$ cat config.mk
export PLATFORM = sky130hd
export DESIGN_NAME = param_edit_display_controller
export DESIGN_NICKNAME = d
export VERILOG_FILES = /design/src/rtl/core/pedc_pkg.sv /design/src/rtl/core/pedc_csr.sv /design/src/rtl/core/pedc_digits.sv /design/src/rtl/core/pedc_core.sv /design/src/rtl/core/param_edit_display_controller.sv
export SDC_FILE = /design/constraint.sdc
export NUM_CORES = 1
export LEC_CHECK = 0
export ABC_AREA = 1
export BUFFER_PORTS_ARGS = -buffer_cell sky130_fd_sc_hd__buf_2
export CORE_MARGIN = 1.5
export CORE_UTILIZATION = 69
export CTS_BUF_LIST = sky130_fd_sc_hd__clkbuf_8
export DETAILED_ROUTE_END_ITERATION = 10
export PLACE_DENSITY = 0.87
export SYNTH_ARGS = -nofsm -noshare
export SYNTH_HDL_FRONTEND = slang
export SYNTH_HIERARCHICAL = 1
export SYNTH_SLANG_ARGS = --single-unit
$ cat constraint.sdc
create_clock -name clock -period 26.7 [get_ports clock]
set_clock_uncertainty 0.1 [all_clocks]
set_input_delay 5.34 -clock clock [delete_from_list [all_inputs] [get_ports clock]]
set_output_delay 5.34 -clock clock [all_outputs]
set_load 0.02 [all_outputs]
$ cat src/rtl/core/pedc_pkg.sv
`timescale 1ns / 1ps
// ----------------------------------------------------------------------------
// pedc_pkg
// Shared types, codes and constants of the parameter-edit display controller.
// ----------------------------------------------------------------------------
package pedc_pkg;

   // timestamp width, elapsed time is taken modulo 2^TIME_BITS
   localparam int TIME_BITS = 32;

   localparam int CSR_COUNT  = 8;
   localparam int CSR_IDX_W  = $clog2(CSR_COUNT);
   localparam int CSR_DATA_W = 16;

   localparam logic [CSR_IDX_W-1:0] CSR_FOLD_MIN   = CSR_IDX_W'(0);
   localparam logic [CSR_IDX_W-1:0] CSR_FOLD_MAX   = CSR_IDX_W'(1);
   localparam logic [CSR_IDX_W-1:0] CSR_INIT_MIN   = CSR_IDX_W'(2);
   localparam logic [CSR_IDX_W-1:0] CSR_INIT_MAX   = CSR_IDX_W'(3);
   localparam logic [CSR_IDX_W-1:0] CSR_SPEED_MIN  = CSR_IDX_W'(4);
   localparam logic [CSR_IDX_W-1:0] CSR_SPEED_MAX  = CSR_IDX_W'(5);
   localparam logic [CSR_IDX_W-1:0] CSR_TIMEOUT_MS = CSR_IDX_W'(6);
   localparam logic [CSR_IDX_W-1:0] CSR_BLINK_MS   = CSR_IDX_W'(7);

   localparam logic [7:0]  RST_FOLD_MIN   = 8'd60;
   localparam logic [7:0]  RST_FOLD_MAX   = 8'd179;
   localparam logic [7:0]  RST_INIT_MIN   = 8'd0;
   localparam logic [7:0]  RST_INIT_MAX   = 8'd60;
   localparam logic [7:0]  RST_SPEED_MIN  = 8'd0;
   localparam logic [7:0]  RST_SPEED_MAX  = 8'd5;
   localparam logic [15:0] RST_TIMEOUT_MS = 16'd5000;
   localparam logic [15:0] RST_BLINK_MS   = 16'd350;

   localparam logic [1:0] CMD_REFRESH = 2'd0;
   localparam logic [1:0] CMD_CYCLE   = 2'd1;
   localparam logic [1:0] CMD_ADJUST  = 2'd2;
   localparam logic [1:0] CMD_EXIT    = 2'd3;

   localparam logic [1:0] MODE_NORMAL = 2'd0;
   localparam logic [1:0] MODE_FOLD   = 2'd1;
   localparam logic [1:0] MODE_INIT   = 2'd2;
   localparam logic [1:0] MODE_SPEED  = 2'd3;

   localparam logic [1:0] WK_NONE   = 2'd0;
   localparam logic [1:0] WK_LIVE   = 2'd1;
   localparam logic [1:0] WK_COMMIT = 2'd2;

   localparam logic [9:0] SHOW_MAX = 10'd999;

   typedef struct packed {
      logic [1:0]        command;
      logic [31:0]       now_ms;
      logic signed [7:0] step;
      logic              save;
      logic [7:0]        stored_value;
      logic [9:0]        live_angle;
   } req_type;

   typedef struct packed {
      logic       status;
      logic [1:0] write_kind;
      logic [1:0] write_target;
      logic [7:0] write_value;
      logic       display_valid;
      logic [1:0] mode_digit;
      logic       value_shown;
      logic       hundreds_on;
      logic [3:0] hundreds_digit;
      logic       tens_on;
      logic [3:0] tens_digit;
      logic [3:0] ones_digit;
   } rsp_type;

   typedef struct packed {
      logic [7:0]  fold_min;
      logic [7:0]  fold_max;
      logic [7:0]  init_min;
      logic [7:0]  init_max;
      logic [7:0]  speed_min;
      logic [7:0]  speed_max;
      logic [15:0] timeout_ms;
      logic [15:0] blink_ms;
   } cfg_type;

   typedef struct packed {
      logic       hundreds_on;
      logic [3:0] hundreds_digit;
      logic       tens_on;
      logic [3:0] tens_digit;
      logic [3:0] ones_digit;
   } digits_type;

endpackage

$ cat src/rtl/core/pedc_csr.sv
`timescale 1ns / 1ps
// ----------------------------------------------------------------------------
// pedc_csr
// Configuration registers: clamp limits, edit timeout and blink half period.
// ----------------------------------------------------------------------------
module pedc_csr import pedc_pkg::*; (
   input  logic                  clock,
   input  logic                  reset,
   input  logic                  csr_write_en,
   input  logic [CSR_IDX_W-1:0]  csr_index,
   input  logic [CSR_DATA_W-1:0] csr_wdata,
   output cfg_type               cfg
);

   cfg_type cfg_ff, cfg_in;

   always_comb begin
      cfg_in = cfg_ff;
      if (csr_write_en) begin
         unique case (csr_index)
            CSR_FOLD_MIN:   cfg_in.fold_min   = csr_wdata[7:0];
            CSR_FOLD_MAX:   cfg_in.fold_max   = csr_wdata[7:0];
            CSR_INIT_MIN:   cfg_in.init_min   = csr_wdata[7:0];
            CSR_INIT_MAX:   cfg_in.init_max   = csr_wdata[7:0];
            CSR_SPEED_MIN:  cfg_in.speed_min  = csr_wdata[7:0];
            CSR_SPEED_MAX:  cfg_in.speed_max  = csr_wdata[7:0];
            CSR_TIMEOUT_MS: cfg_in.timeout_ms = csr_wdata[15:0];
            CSR_BLINK_MS:   cfg_in.blink_ms   = csr_wdata[15:0];
            default:        cfg_in = cfg_ff;
         endcase
      end
   end

   always_ff @(posedge clock) begin
      if (reset) begin
         cfg_ff.fold_min   <= RST_FOLD_MIN;
         cfg_ff.fold_max   <= RST_FOLD_MAX;
         cfg_ff.init_min   <= RST_INIT_MIN;
         cfg_ff.init_max   <= RST_INIT_MAX;
         cfg_ff.speed_min  <= RST_SPEED_MIN;
         cfg_ff.speed_max  <= RST_SPEED_MAX;
         cfg_ff.timeout_ms <= RST_TIMEOUT_MS;
         cfg_ff.blink_ms   <= RST_BLINK_MS;
      end else begin
         cfg_ff <= cfg_in;
      end
   end

   assign cfg = cfg_ff;

endmodule

$ cat src/rtl/core/pedc_digits.sv
`timescale 1ns / 1ps
// ----------------------------------------------------------------------------
// pedc_digits
// Saturates a value at 999 and splits it into three decimal digits with
// leading-zero flags.
// ----------------------------------------------------------------------------
module pedc_digits import pedc_pkg::*; (
   input  logic [9:0]  value,
   output digits_type  digits
);

   logic [9:0]  sat;
   logic [15:0] h_prod;
   logic [3:0]  hund;
   logic [9:0]  h_rem;
   logic [6:0]  rem;
   logic [13:0] t_prod;
   logic [3:0]  tens;
   logic [6:0]  t_rem;

   always_comb begin
      sat    = (value > SHOW_MAX) ? SHOW_MAX : value;
      // divide by 100: x * 41 / 4096 is exact below 1000
      h_prod = 16'(sat) * 16'd41;
      hund   = h_prod[15:12];
      h_rem  = sat - 10'(hund) * 10'd100;
      rem    = h_rem[6:0];
      // divide by 10: x * 103 / 1024 is exact below 100
      t_prod = 14'(rem) * 14'd103;
      tens   = t_prod[13:10];
      t_rem  = rem - 7'(tens) * 7'd10;

      digits.hundreds_on    = (sat >= 10'd100);
      digits.hundreds_digit = hund;
      digits.tens_on        = (sat >= 10'd10);
      digits.tens_digit     = tens;
      digits.ones_digit     = t_rem[3:0];
   end

endmodule

$ cat src/rtl/core/pedc_core.sv
`timescale 1ns / 1ps
// ----------------------------------------------------------------------------
// pedc_core
// Edit state (mode, value, blink, timestamps) and the per-word command logic:
// cycle, adjust with clamping, exit and refresh with timeout and blink.
// ----------------------------------------------------------------------------
module pedc_core import pedc_pkg::*; (
   input  logic    clock,
   input  logic    reset,
   input  logic    fire,
   input  req_type item,
   input  cfg_type cfg,
   output rsp_type result
);

   logic [1:0]           mode_ff, mode_in;
   logic [7:0]           value_ff, value_in;
   logic                 blink_ff, blink_in;
   logic [TIME_BITS-1:0] act_time_ff, act_time_in;
   logic [TIME_BITS-1:0] blink_time_ff, blink_time_in;

   logic [TIME_BITS-1:0] now_t;
   logic [TIME_BITS-1:0] act_elapsed;
   logic [TIME_BITS-1:0] blink_elapsed;
   logic                 timed_out;
   logic                 blink_due;
   logic [1:0]           mode_after;
   logic                 blink_after;
   logic                 visible;
   logic [9:0]           show_value;
   digits_type           digits;

   logic [7:0]           lo;
   logic [7:0]           hi;
   logic signed [9:0]    sum;
   logic [7:0]           clamped;

   pedc_digits u_digits (
      .value  (show_value),
      .digits (digits)
   );

   always_comb begin
      now_t         = TIME_BITS'(item.now_ms);
      act_elapsed   = now_t - act_time_ff;
      blink_elapsed = now_t - blink_time_ff;
      timed_out     = (mode_ff != MODE_NORMAL) &&
                      (act_elapsed >= TIME_BITS'(cfg.timeout_ms));
      mode_after    = timed_out ? MODE_NORMAL : mode_ff;
      blink_due     = (mode_after != MODE_NORMAL) &&
                      (blink_elapsed >= TIME_BITS'(cfg.blink_ms));
      blink_after   = blink_due ? ~blink_ff : blink_ff;
      visible       = (mode_after == MODE_NORMAL) || blink_after;
      show_value    = (mode_after == MODE_NORMAL) ? item.live_angle
                                                  : {2'b00, value_ff};

      unique case (mode_ff)
         MODE_FOLD: begin
            lo = cfg.fold_min;
            hi = cfg.fold_max;
         end
         MODE_INIT: begin
            lo = cfg.init_min;
            hi = cfg.init_max;
         end
         MODE_SPEED: begin
            lo = cfg.speed_min;
            hi = cfg.speed_max;
         end
         default: begin
            lo = 8'd0;
            hi = 8'd0;
         end
      endcase

      sum = $signed({2'b00, value_ff}) + $signed({{2{item.step[7]}}, item.step});
      // min is tested first, so crossed limits give min for low values
      priority if (sum < $signed({2'b00, lo})) begin
         clamped = lo;
      end else if (sum > $signed({2'b00, hi})) begin
         clamped = hi;
      end else begin
         clamped = sum[7:0];
      end
   end

   always_comb begin
      mode_in       = mode_ff;
      value_in      = value_ff;
      blink_in      = blink_ff;
      act_time_in   = act_time_ff;
      blink_time_in = blink_time_ff;
      result        = '0;

      unique case (item.command)
         CMD_REFRESH: begin
            if (timed_out) begin
               result.write_kind   = WK_COMMIT;
               result.write_target = mode_ff;
               result.write_value  = value_ff;
            end
            mode_in  = mode_after;
            blink_in = blink_after;
            if (blink_due) begin
               blink_time_in = now_t;
            end
            result.display_valid = 1'b1;
            result.mode_digit    = mode_after;
            if (visible) begin
               result.value_shown    = 1'b1;
               result.hundreds_on    = digits.hundreds_on;
               result.hundreds_digit = digits.hundreds_digit;
               result.tens_on        = digits.tens_on;
               result.tens_digit     = digits.tens_digit;
               result.ones_digit     = digits.ones_digit;
            end
         end
         CMD_CYCLE: begin
            mode_in       = mode_ff + 2'd1;
            blink_in      = 1'b1;
            act_time_in   = now_t;
            blink_time_in = now_t;
            if (mode_in != MODE_NORMAL) begin
               value_in = item.stored_value;
            end
            if (mode_ff != MODE_NORMAL) begin
               result.write_kind   = WK_COMMIT;
               result.write_target = mode_ff;
               result.write_value  = value_ff;
            end
         end
         CMD_ADJUST: begin
            if (mode_ff == MODE_NORMAL) begin
               result.status = 1'b1;
            end else begin
               value_in            = clamped;
               act_time_in         = now_t;
               blink_in            = 1'b1;
               blink_time_in       = now_t;
               result.write_kind   = WK_LIVE;
               result.write_target = mode_ff;
               result.write_value  = clamped;
            end
         end
         CMD_EXIT: begin
            mode_in = MODE_NORMAL;
            if (item.save && (mode_ff != MODE_NORMAL)) begin
               result.write_kind   = WK_COMMIT;
               result.write_target = mode_ff;
               result.write_value  = value_ff;
            end
         end
         default: begin
            mode_in = mode_ff;
         end
      endcase
   end

   always_ff @(posedge clock) begin
      if (reset) begin
         mode_ff       <= MODE_NORMAL;
         value_ff      <= 8'd0;
         blink_ff      <= 1'b1;
         act_time_ff   <= '0;
         blink_time_ff <= '0;
      end else if (fire) begin
         mode_ff       <= mode_in;
         value_ff      <= value_in;
         blink_ff      <= blink_in;
         act_time_ff   <= act_time_in;
         blink_time_ff <= blink_time_in;
      end
   end

endmodule

$ cat src/rtl/core/param_edit_display_controller.sv
`timescale 1ns / 1ps
// ----------------------------------------------------------------------------
// param_edit_display_controller
// Parameter-edit controller for a four-digit display: mode cycling, clamped
// adjust, exit with optional save, and refresh with timeout, blink and digits.
//
//   channel  direction  handshake            payload
//   req      in         req_valid/req_ready  req_data  (req_type)
//   rsp      out        rsp_valid/rsp_ready  rsp_data  (rsp_type)
//   csr      in         csr_write_en         csr_index, csr_wdata
//
// One word per cycle sustained while rsp_ready is high; an accepted word goes
// through the input register and then the output register before it is on rsp.
// The command is decoded against the edit state from an input register into
// an output register in a single pass.
// Reset is synchronous: both stages empty, registers at their reset values.
// A stalled output holds its word while the input register still takes one.
// ----------------------------------------------------------------------------
module param_edit_display_controller import pedc_pkg::*; (
   input  logic                  clock,
   input  logic                  reset,
   input  logic                  req_valid,
   output logic                  req_ready,
   input  req_type               req_data,
   output logic                  rsp_valid,
   input  logic                  rsp_ready,
   output rsp_type               rsp_data,
   input  logic                  csr_write_en,
   input  logic [CSR_IDX_W-1:0]  csr_index,
   input  logic [CSR_DATA_W-1:0] csr_wdata
);

   logic    in_valid_ff, in_valid_in;
   req_type in_data_ff;
   logic    out_valid_ff, out_valid_in;
   rsp_type out_data_ff;

   logic    advance;
   logic    req_fire;
   cfg_type cfg;
   rsp_type result;

   pedc_csr u_csr (
      .clock        (clock),
      .reset        (reset),
      .csr_write_en (csr_write_en),
      .csr_index    (csr_index),
      .csr_wdata    (csr_wdata),
      .cfg          (cfg)
   );

   pedc_core u_core (
      .clock  (clock),
      .reset  (reset),
      .fire   (advance),
      .item   (in_data_ff),
      .cfg    (cfg),
      .result (result)
   );

   always_comb begin
      advance      = in_valid_ff && (!out_valid_ff || rsp_ready);
      req_ready    = !in_valid_ff || advance;
      req_fire     = req_valid && req_ready;
      in_valid_in  = req_fire || (in_valid_ff && !advance);
      out_valid_in = advance || (out_valid_ff && !rsp_ready);
   end

   always_ff @(posedge clock) begin
      if (reset) begin
         in_valid_ff  <= 1'b0;
         out_valid_ff <= 1'b0;
      end else begin
         in_valid_ff  <= in_valid_in;
         out_valid_ff <= out_valid_in;
      end
   end

   always_ff @(posedge clock) begin
      if (req_fire) begin
         in_data_ff <= req_data;
      end
      if (advance) begin
         out_data_ff <= result;
      end
   end

   assign rsp_valid = out_valid_ff;
   assign rsp_data  = out_data_ff;

endmodule

==> qor.yml, run 1 <==
cts:
  cts-root-buf: "clkbuf_8"
  cts_buffers: 42
  ctsResizeCount: 0
  cts_tree: "yes"
  ctsHoldBuffers: 0
  cts_buffer_depth: 3
  htreeDepth: 2
  cts_num_sinks: 249
  cts.clk_slew.worst_paths_ps: 60
  post_cts_buffers: 0
  insertion_delay_ps: 560
power:
  internal-power_mw: 1.135
  combPwrFrac_pct: 64.3
  pwr_density_cell_mw_per_mm2: 104.7
  total_leakage_power_nw: 11.11
  netSwitchingFraction_pct: 47.71
  finalPower_mw: 2.170
  power.switching_mw: 1.035
  pwr-share-seq_pct: 20.6
  p_clk_share_pct: 15.1
  vdd_ir_drop_max_v: 0.0002665
critical_path:
  path_class: "flip-flop to flip-flop"
  critPathSlowestCell: "o21ai_1"
  cp_common_cell: "ha_1"
  arrival_ps: 12890
  cp_data_required_time_ps: 27010
  cp-end-kind: "flip-flop"
  max_stage_delay_ps: 580
  startpoint_type: "flip-flop"
  reg2reg_slack_ps: 14120
  crit_fanout: 15
timing:
  clock.fmax_mhz: 79.52
  setup_viol: 0
  slew_headroom_pct: 33.11
  fin_crit_ps: 12580
  fin_tns_setup_ps: 0
  finalCritPeriodShare_pct: 47.10
  worst_pin_slew_ps: 998.8
  drv_slew: 0
  hold_viol: 0
  rsz0062_at_grt: "false"
synth:
  synthesis.area_mm2: 0.01912
  synthMuxAreaShare_pct: 0
  synthXorXnorAreaFrac_pct: 2.330
  syn-num-nets: 3133
  ys_seq_elements: 249
  async_reset_ff_share_pct: 0
  ys_seq_area_share_pct: 30.89
  synth.distinct_cells: 53
  synthCells: 2830
  yosys_warnings: 6
  synth_top_family_by_area: "simple AND/OR/NAND/NOR gates"
  synth_enable_flop_cells: 92
  synth-compound-area-share_pct: 7.133
  syn_area_per_cell_um2: 6.756
  yosys.area_share.simple_pct: 32.63
  synthAdderAreaFrac_pct: 14.89
  synth-main-ff-cell: "dfxtp_1"
global_route:
  grt_first_pass_wirelength_mm: 84.19
  grt_pass1_vias: 17530
  antenna_found_initial: 0
  track_usage_pct: 36.43
  gr-total-overflow: 0
  grt_max_degree: 68
drt:
  vias_per_cell: 5.487
  drc_errors: 0
  antenna_left: 0
  drt-initial-drc-count: 1714
  first_pass_iters: 8
  drt-wirelength-per-cell_um: 15.62
  vias: 18300
  drt-total-wl_mm: 52.10
outcome:
  status: "finished clean"
die:
  num_rows: 60
  die_height_um: 169.5
  io_pins: 118
  start_util_pct: 70.55
  die_w_um: 169.5
  die-area_mm2: 0.02872
  core_mm2: 0.02710
run:
  drv_cap: 0
finish:
  antennaDiodeCount: 0
  area_growth_pct: 8.389
  layout_commonest_cell: "nand2_1"
  finalNetCount: 3234
  drive_gt1_share_pct: 9.349
  fillers: 2149
  final_cell_mix: "nand2_1 (840), inv_1 (534), nor2_1 (286), nand3_1 (208), ha_1 (202)"
placed_design:
  port_buffers: 117
  place.gp.congestion: 1.005
  hpwl_mm: 40.04
min_path:
  hp-class: "flip-flop to flip-flop"
==> stage by stage <==
step,instance area (um^2),util (%),hold slack [ps],worst slack [ps],std cells
floorplan,19120,-,328.7,15670,2830
global placement,19930,73.53,339.9,14920,3259
detailed placement,19930,73.53,344.1,14390,3259
CTS,20720,76.47,358.9,14360,3335
global route,20720,76.47,379.8,13230,3335
finish,20720,76.47,357.0,14120,3335
==> power groups by stage <==
stage               clock [mW]  combinational [mW]  sequential (mW)
floorplan                    0                1.06            0.461
global placement             0                1.28            0.455
detailed placement           0                1.36            0.455
CTS                      0.333                1.38            0.448
global route             0.348                1.59            0.450
finish                   0.328                1.39            0.448
==> worst max-delay path, delay by kind of cell, from the launching register on <==
kind | cells | cell delay (ps)
buf+inv | 12 | 920
flops | 1 | 430
compound gates | 5 | 1340
fa+ha+maj | 15 | 5280
xor+xnor | 6 | 1170
simple gates | 29 | 3170
==> kinds of logic (layout without fill, tap and decap cells) <==
kind of cell,Yosys count,after routing
DFF,249,249
and+or+nand+nor,1461,1461
xor gates and xnor gates,50,50
adders and majority gates,218,218
AOI/OAI and AO/OA,253,253
buffers and inverters,599,732
==> cell type report <==
cell class | instances | area, um^2 | area share (%)
sequential | 249 | 5906 | 28.50
multi-input combinational | 1982 | 10920 | 52.67
timing repair buffer | 125 | 645.6 | 3.115
inverter | 531 | 1993 | 9.617
tap | 372 | 465.4 | 2.246
clock buffer | 47 | 646.9 | 3.121
clock inverter | 29 | 151.4 | 0.7305
==> routing by layer <==
| layer | part of all wire [%] | track usage, % | wire, um | up-vias |
|---|---|---|---|---|
| met4 | 3.4 | 14.66 | 1794 | 0 |
| li1 | - | - | - | 9043 |
| met1 | 41 | 45.81 | 21250 | 8245 |
| met5 | 0 | 0 | 0 | - |
| met3 | 8.6 | 4.921 | 4475 | 114 |
| met2 | 47 | 63.21 | 24580 | 897 |
==> sequential cells by signal, summed over array words and instances, names as in the netlist <==
register	cells
u_csr/cfg	80
in_data_ff	61
u_core/act_time_ff	32
u_core/blink_time_ff	32
rsp_data	31
u_core/value_ff	8
u_core/mode_ff	2
in_valid_ff	1
rsp_valid	1
u_core/blink_ff	1
==> path summary, 6_finish.rpt <==
kind,start,end,cells after the start
setup reg to reg,in_data_ff[34]$_DFFE_PP_,rsp_data[3]$_DFFE_PP_,67
hold reg to reg,u_csr/cfg[24]$_SDFFE_PP1P_,u_csr/cfg[24]$_SDFFE_PP1P_,2
setup / recovery,in_data_ff[34]$_DFFE_PP_,rsp_data[3]$_DFFE_PP_,67
hold / removal,u_csr/cfg[24]$_SDFFE_PP1P_,u_csr/cfg[24]$_SDFFE_PP1P_,2
==> synth_stat cells, types with 2 or more instances <==
cell      instances  area (um^2)
nand2_4           8        90.09
nand2_2          24        150.1
o211ai_1          2        15.01
a21oi_1         142        710.7
o21bai_1          5        37.54
nor2_1          286         1074
fa_1             16        320.3
nand2_1         840         3153
ha_1            202         2527
nor2_2           13        81.33
nand3b_1          8        60.06
buf_2            16        80.08
o21ai_1          16        80.08
inv_1           516         1937
xnor2_1           7        61.31
nand3_1         208         1041
nor3_1           16        80.08
o21a_1            2        15.01
nand4_1          22        137.6
buf_6             2        22.52
clkinv_1          3        11.26
nand3_2          13        130.1
a21o_1            5        37.54
buf_4             4        30.03
inv_2            12        45.04
o21ai_0          62        310.3
clkbuf_1         33        123.9
a211oi_1          3        22.52
nor2_4           11        123.9
and2_1            4        25.02
xor2_1           42        367.9
dfxtp_1         157         3143
edfxtp_1         92         2763
and3_1            2        12.51
a21oi_2           5        43.79
buf_1            11        41.29
a31oi_1           4        25.02
Note: power is estimated with default switching activity, not from simulation.
==> inputs of run 2 (changes only) <==
--- a/config.mk
+++ b/config.mk
@@ -5,13 +5,13 @@
 export SDC_FILE = /design/constraint.sdc
 export NUM_CORES = 1
 export LEC_CHECK = 0
-export ABC_AREA = 1
+export ABC_AREA = 0
 export BUFFER_PORTS_ARGS = -buffer_cell sky130_fd_sc_hd__buf_2
 export CORE_MARGIN = 1.5
-export CORE_UTILIZATION = 69
+export CORE_UTILIZATION = 64
 export CTS_BUF_LIST = sky130_fd_sc_hd__clkbuf_8
 export DETAILED_ROUTE_END_ITERATION = 10
-export PLACE_DENSITY = 0.87
+export PLACE_DENSITY = 0.82
 export SYNTH_ARGS = -nofsm -noshare
 export SYNTH_HDL_FRONTEND = slang
 export SYNTH_HIERARCHICAL = 1
==> constraint.sdc (replaced) <==
create_clock -name clock -period 12.1 [get_ports clock]
set_clock_uncertainty 0.1 [all_clocks]
set_input_delay 2.42 -clock clock [delete_from_list [all_inputs] [get_ports clock]]
set_output_delay 2.42 -clock clock [all_outputs]
set_load 0.02 [all_outputs]
==> run 2 against run 1 <==
Effect of this change:
- the run now ends with setup timing left
- cell area up 0.96%
- utilization is 1.4 points lower
- clock power rose by 120%
- die area increased by 2.3%
- combinational power rose to 2.6 times the previous value
- setup slack got worse by 15000 ps
- sequential power grew 120%
- sequential share of layout area is 0.27 points lower
- critical endpoint unchanged
==> qor.yml, run 2 <==
outcome:
  status: "complete, but fails checks"  # was finished clean
  violations: "setup timing"
die:
  core_mm2: 0.02786  # was 0.02710 mm^2
  die_w_um: 171.4  # was 169.5 um
  die_height_um: 171.4  # was 169.5 um
  die-area_mm2: 0.02939  # was 0.02872 mm^2
  start_util_pct: 65.18  # was 70.55%
  num_rows: 61  # was 60
  io_pins: 118  # unchanged
global_route:
  antenna_found_initial: 0  # unchanged
  gr-total-overflow: 0  # unchanged
  track_usage_pct: 32.30  # was 36.43%
  grt_pass1_vias: 15420  # was 17530
  grt_first_pass_wirelength_mm: 75.87  # was 84.19 mm
  grt_max_degree: 117  # was 68
cts:
  insertion_delay_ps: 580  # was 560 ps
  cts_buffer_depth: 3  # unchanged
  cts_tree: "yes"  # unchanged
  cts.clk_slew.worst_paths_ps: 70  # was 60 ps
  htreeDepth: 2  # unchanged
  cts_buffers: 43  # was 42
  cts-root-buf: "clkbuf_8"  # unchanged
  cts_num_sinks: 249  # unchanged
  ctsHoldBuffers: 0  # unchanged
power:
  p_clk_share_pct: 13.6  # was 15.1%
  pwr_density_cell_mw_per_mm2: 256.0  # was 104.7 mW/mm^2
  pwr-share-seq_pct: 18.3  # was 20.6%
  total_leakage_power_nw: 9.101  # was 11.11 nW
  finalPower_mw: 5.356  # was 2.170 mW
  combPwrFrac_pct: 68.0  # was 64.3%
  vdd_ir_drop_max_v: 0.0005998  # was 0.0002665 V
  netSwitchingFraction_pct: 41.66  # was 47.71%
  internal-power_mw: 3.125  # was 1.135 mW
  power.switching_mw: 2.231  # was 1.035 mW
critical_path:
  critPathSlowestCell: "fa_1"  # was o21ai_1
  cp_data_required_time_ps: 12320  # was 27010 ps
  max_stage_delay_ps: 520  # was 580 ps
  r2r-end: "rsp_data[3]$_DFFE_PP_"  # unchanged
  startpoint_type: "flip-flop"  # unchanged
  crit_fanout: 5  # was 15
  arrival_ps: 12760  # was 12890 ps
  cp-end-kind: "flip-flop"  # unchanged
  r2r.worst_path.cells: 59  # was 67
  reg2reg_slack_ps: -450  # was 14120 ps
  path_class: "flip-flop to flip-flop"  # unchanged
  worst_r2r_startpoint: "in_data_ff[28]$_DFFE_PP_"  # was in_data_ff[34]$_DFFE_PP_
  cp-endpoint: "rsp_data[3]$_DFFE_PP_"  # unchanged
  cp-startpoint: "in_data_ff[28]$_DFFE_PP_"  # was in_data_ff[34]$_DFFE_PP_
timing:
  fin_tns_setup_ps: -801.2  # was 0 ps
  hold_viol: 0  # unchanged
  fin_crit_ps: 12550  # was 12580 ps
  slew_headroom_pct: 23.08  # was 33.11%
  finalCritPeriodShare_pct: 103.7  # was 47.10%
  setup_ws_ps: -448.8  # was 14120 ps
  worst_pin_slew_ps: 1151  # was 998.8 ps
  setup_viol: 3  # was 0
  rsz0062_at_grt: "true"  # was false
  hold_ws_ps: 353.5  # was 357.0 ps
  clock.fmax_mhz: 79.69  # was 79.52 MHz
  drv_slew: 0  # unchanged
finish:
  multi_input_area_mm2: 0.01140  # was 0.01092 mm^2
  final_cell_mix: "inv_1 (206), ha_1 (190), nand2_1 (161), dfxtp_1 (157), buf_4 (130)"  # was nand2_1 (840), inv_1 (534), nor2_1 (286), nand3_1 (208), ha_1 (202)
  layout_commonest_cell: "inv_1"  # was nand2_1
  antennaDiodeCount: 0  # unchanged
  fillers: 2005  # was 2149
  area_growth_pct: 15.24  # was 8.389%
  largest_reg_flops: 80  # unchanged
  drive_gt1_share_pct: 21.90  # was 9.349%
  final-seq-area_mm2: 0.005906  # unchanged
  finalNetCount: 2487  # was 3234
  fin_area_mm2: 0.02092  # was 0.02072 mm^2
synth:
  async_reset_ff_share_pct: 0  # unchanged
  ys_seq_elements: 249  # unchanged
  syn-num-nets: 2289  # was 3133
  synthesis.area_mm2: 0.01816  # was 0.01912 mm^2
  synth_enable_flop_cells: 92  # unchanged
  synth_common_cells: "ha_1 (202), inv_1 (200), nand2_1 (161)"  # was nand2_1 (840), inv_1 (516), nor2_1 (286)
  yosysMostFrequentCell: "ha_1"  # was nand2_1
  yosys_warnings: 6  # unchanged
  synth_top_area_share_pct: 17.31  # was 16.49%
  synth-main-ff-cell: "dfxtp_1"  # unchanged
  syn_area_per_cell_um2: 9.143  # was 6.756 um^2
  synthCells: 1986  # was 2830
  synth.distinct_cells: 104  # was 53
  synthTopCellsByArea: "dfxtp_1 (17%), edfxtp_1 (15%), ha_1 (14%)"  # was nand2_1 (16%), dfxtp_1 (16%), edfxtp_1 (14%)
  yosysTopAreaCell: "dfxtp_1"  # was nand2_1
  ys_seq_area_share_pct: 32.52  # was 30.89%
placed_design:
  place_area_mm2: 0.01976  # was 0.01993 mm^2
  place.gp.congestion: 0.9433  # was 1.005
  port_buffers: 117  # unchanged
  hpwl_mm: 35.12  # was 40.04 mm
drt:
  drt-wirelength-per-cell_um: 18.31  # was 15.62 um
  drt-total-wl_mm: 47.56  # was 52.10 mm
  antenna_left: 0  # unchanged
  first_pass_iters: 7  # was 8
  drc_errors: 0  # unchanged
  vias: 15440  # was 18300
  drt-initial-drc-count: 1112  # was 1714
  vias_per_cell: 5.944  # was 5.487
min_path:
  hp-class: "flip-flop to flip-flop"  # unchanged
run:
  drv_cap: 0  # unchanged
run 2: cell type report:
cell class,count,area share (%)
multi-input cells,1441,54.49
flip-flops and latches,249,28.22
repair buffers,249,7.570
inverters,200,3.588
clock buffers,48,3.157
well taps,378,2.260
clock inverters,32,0.7116
run 2: worst max-delay path: cells and delay by family (launching register included):
kind / cells / cell delay [ps]
compound gates: 17 / 3360
xor+xnor: 6 / 840
fa+ha+maj: 15 / 4800
buf+inv: 7 / 430
flops: 1 / 400
mux: 1 / 320
simple gates: 13 / 2050
run 2: metrics by stage:
| stage | worst slack (ps) | instances | utilization [%] |
|---|---|---|---|
| 2_1_floorplan | 5.407 | 1986 | - |
| 3_3_place_gp | -218.9 | 2504 | 70.94 |
| 3_5_place_dp | -716.6 | 2504 | 70.94 |
| 4_1_cts | -409.2 | 2592 | 74.48 |
| 5_1_grt | -994.1 | 2597 | 75.11 |
| 6_report | -448.8 | 2597 | 75.11 |
run 2: power by group through the flow:
| stage | registers, mW | logic, mW | clock network [mW] |
|---|---|---|---|
| 2_1_floorplan | 1.01 | 2.37 | 0 |
| 4_1_cts | 0.983 | 3.36 | 0.741 |
| 3_5_place_dp | 1.00 | 3.28 | 0 |
| 3_3_place_gp | 0.998 | 3.03 | 0 |
| 6_report | 0.982 | 3.64 | 0.730 |
| 5_1_grt | 0.987 | 4.10 | 0.781 |
run 2: cell families after synthesis:
kind of cell | after synthesis | synth area share [%]
flip-flops | 249 | 32.52
adder cells (fa/ha/maj) | 220 | 15.81
AND/OR/NAND/NOR | 593 | 17.67
multiplexers | 136 | 7.552
AO/OA/AOI/OAI | 418 | 15.81
XOR/XNOR | 74 | 3.652
buffers and inverters | 296 | 6.987
run 2: routing by layer:
metal  GRT usage (%)  wire length [um]  vias to the layer above
met1           39.14             19850                     7384
met3           4.763              2587                      140
li1                -                 -                     7377
met4           11.10              1605                        0
met5               0                 0                        -
met2           58.18             23510                      536
run 2: worst min-delay path by stage:
stage,from,depth (start not counted),to
2_1_floorplan,u_core/act_time_ff[10]$_SDFFE_PP0P_,2,u_core/act_time_ff[10]$_SDFFE_PP0P_
3_3_place_gp,u_core/act_time_ff[16]$_SDFFE_PP0P_,2,u_core/act_time_ff[16]$_SDFFE_PP0P_
3_5_place_dp,u_core/act_time_ff[19]$_SDFFE_PP0P_,2,u_core/act_time_ff[19]$_SDFFE_PP0P_
4_1_cts,u_core/act_time_ff[19]$_SDFFE_PP0P_,2,u_core/act_time_ff[19]$_SDFFE_PP0P_
5_1_grt,u_core/act_time_ff[21]$_SDFFE_PP0P_,2,u_core/act_time_ff[21]$_SDFFE_PP0P_
6_report,u_core/act_time_ff[5]$_SDFFE_PP0P_,2,u_core/act_time_ff[5]$_SDFFE_PP0P_
run 2: what timing repair did:
item	in CTS	in global routing
gates resized for setup	30	25
gates cloned	1	0
setup endpoints to repair	6	7
pin swaps	52	29
setup buffers	7	5
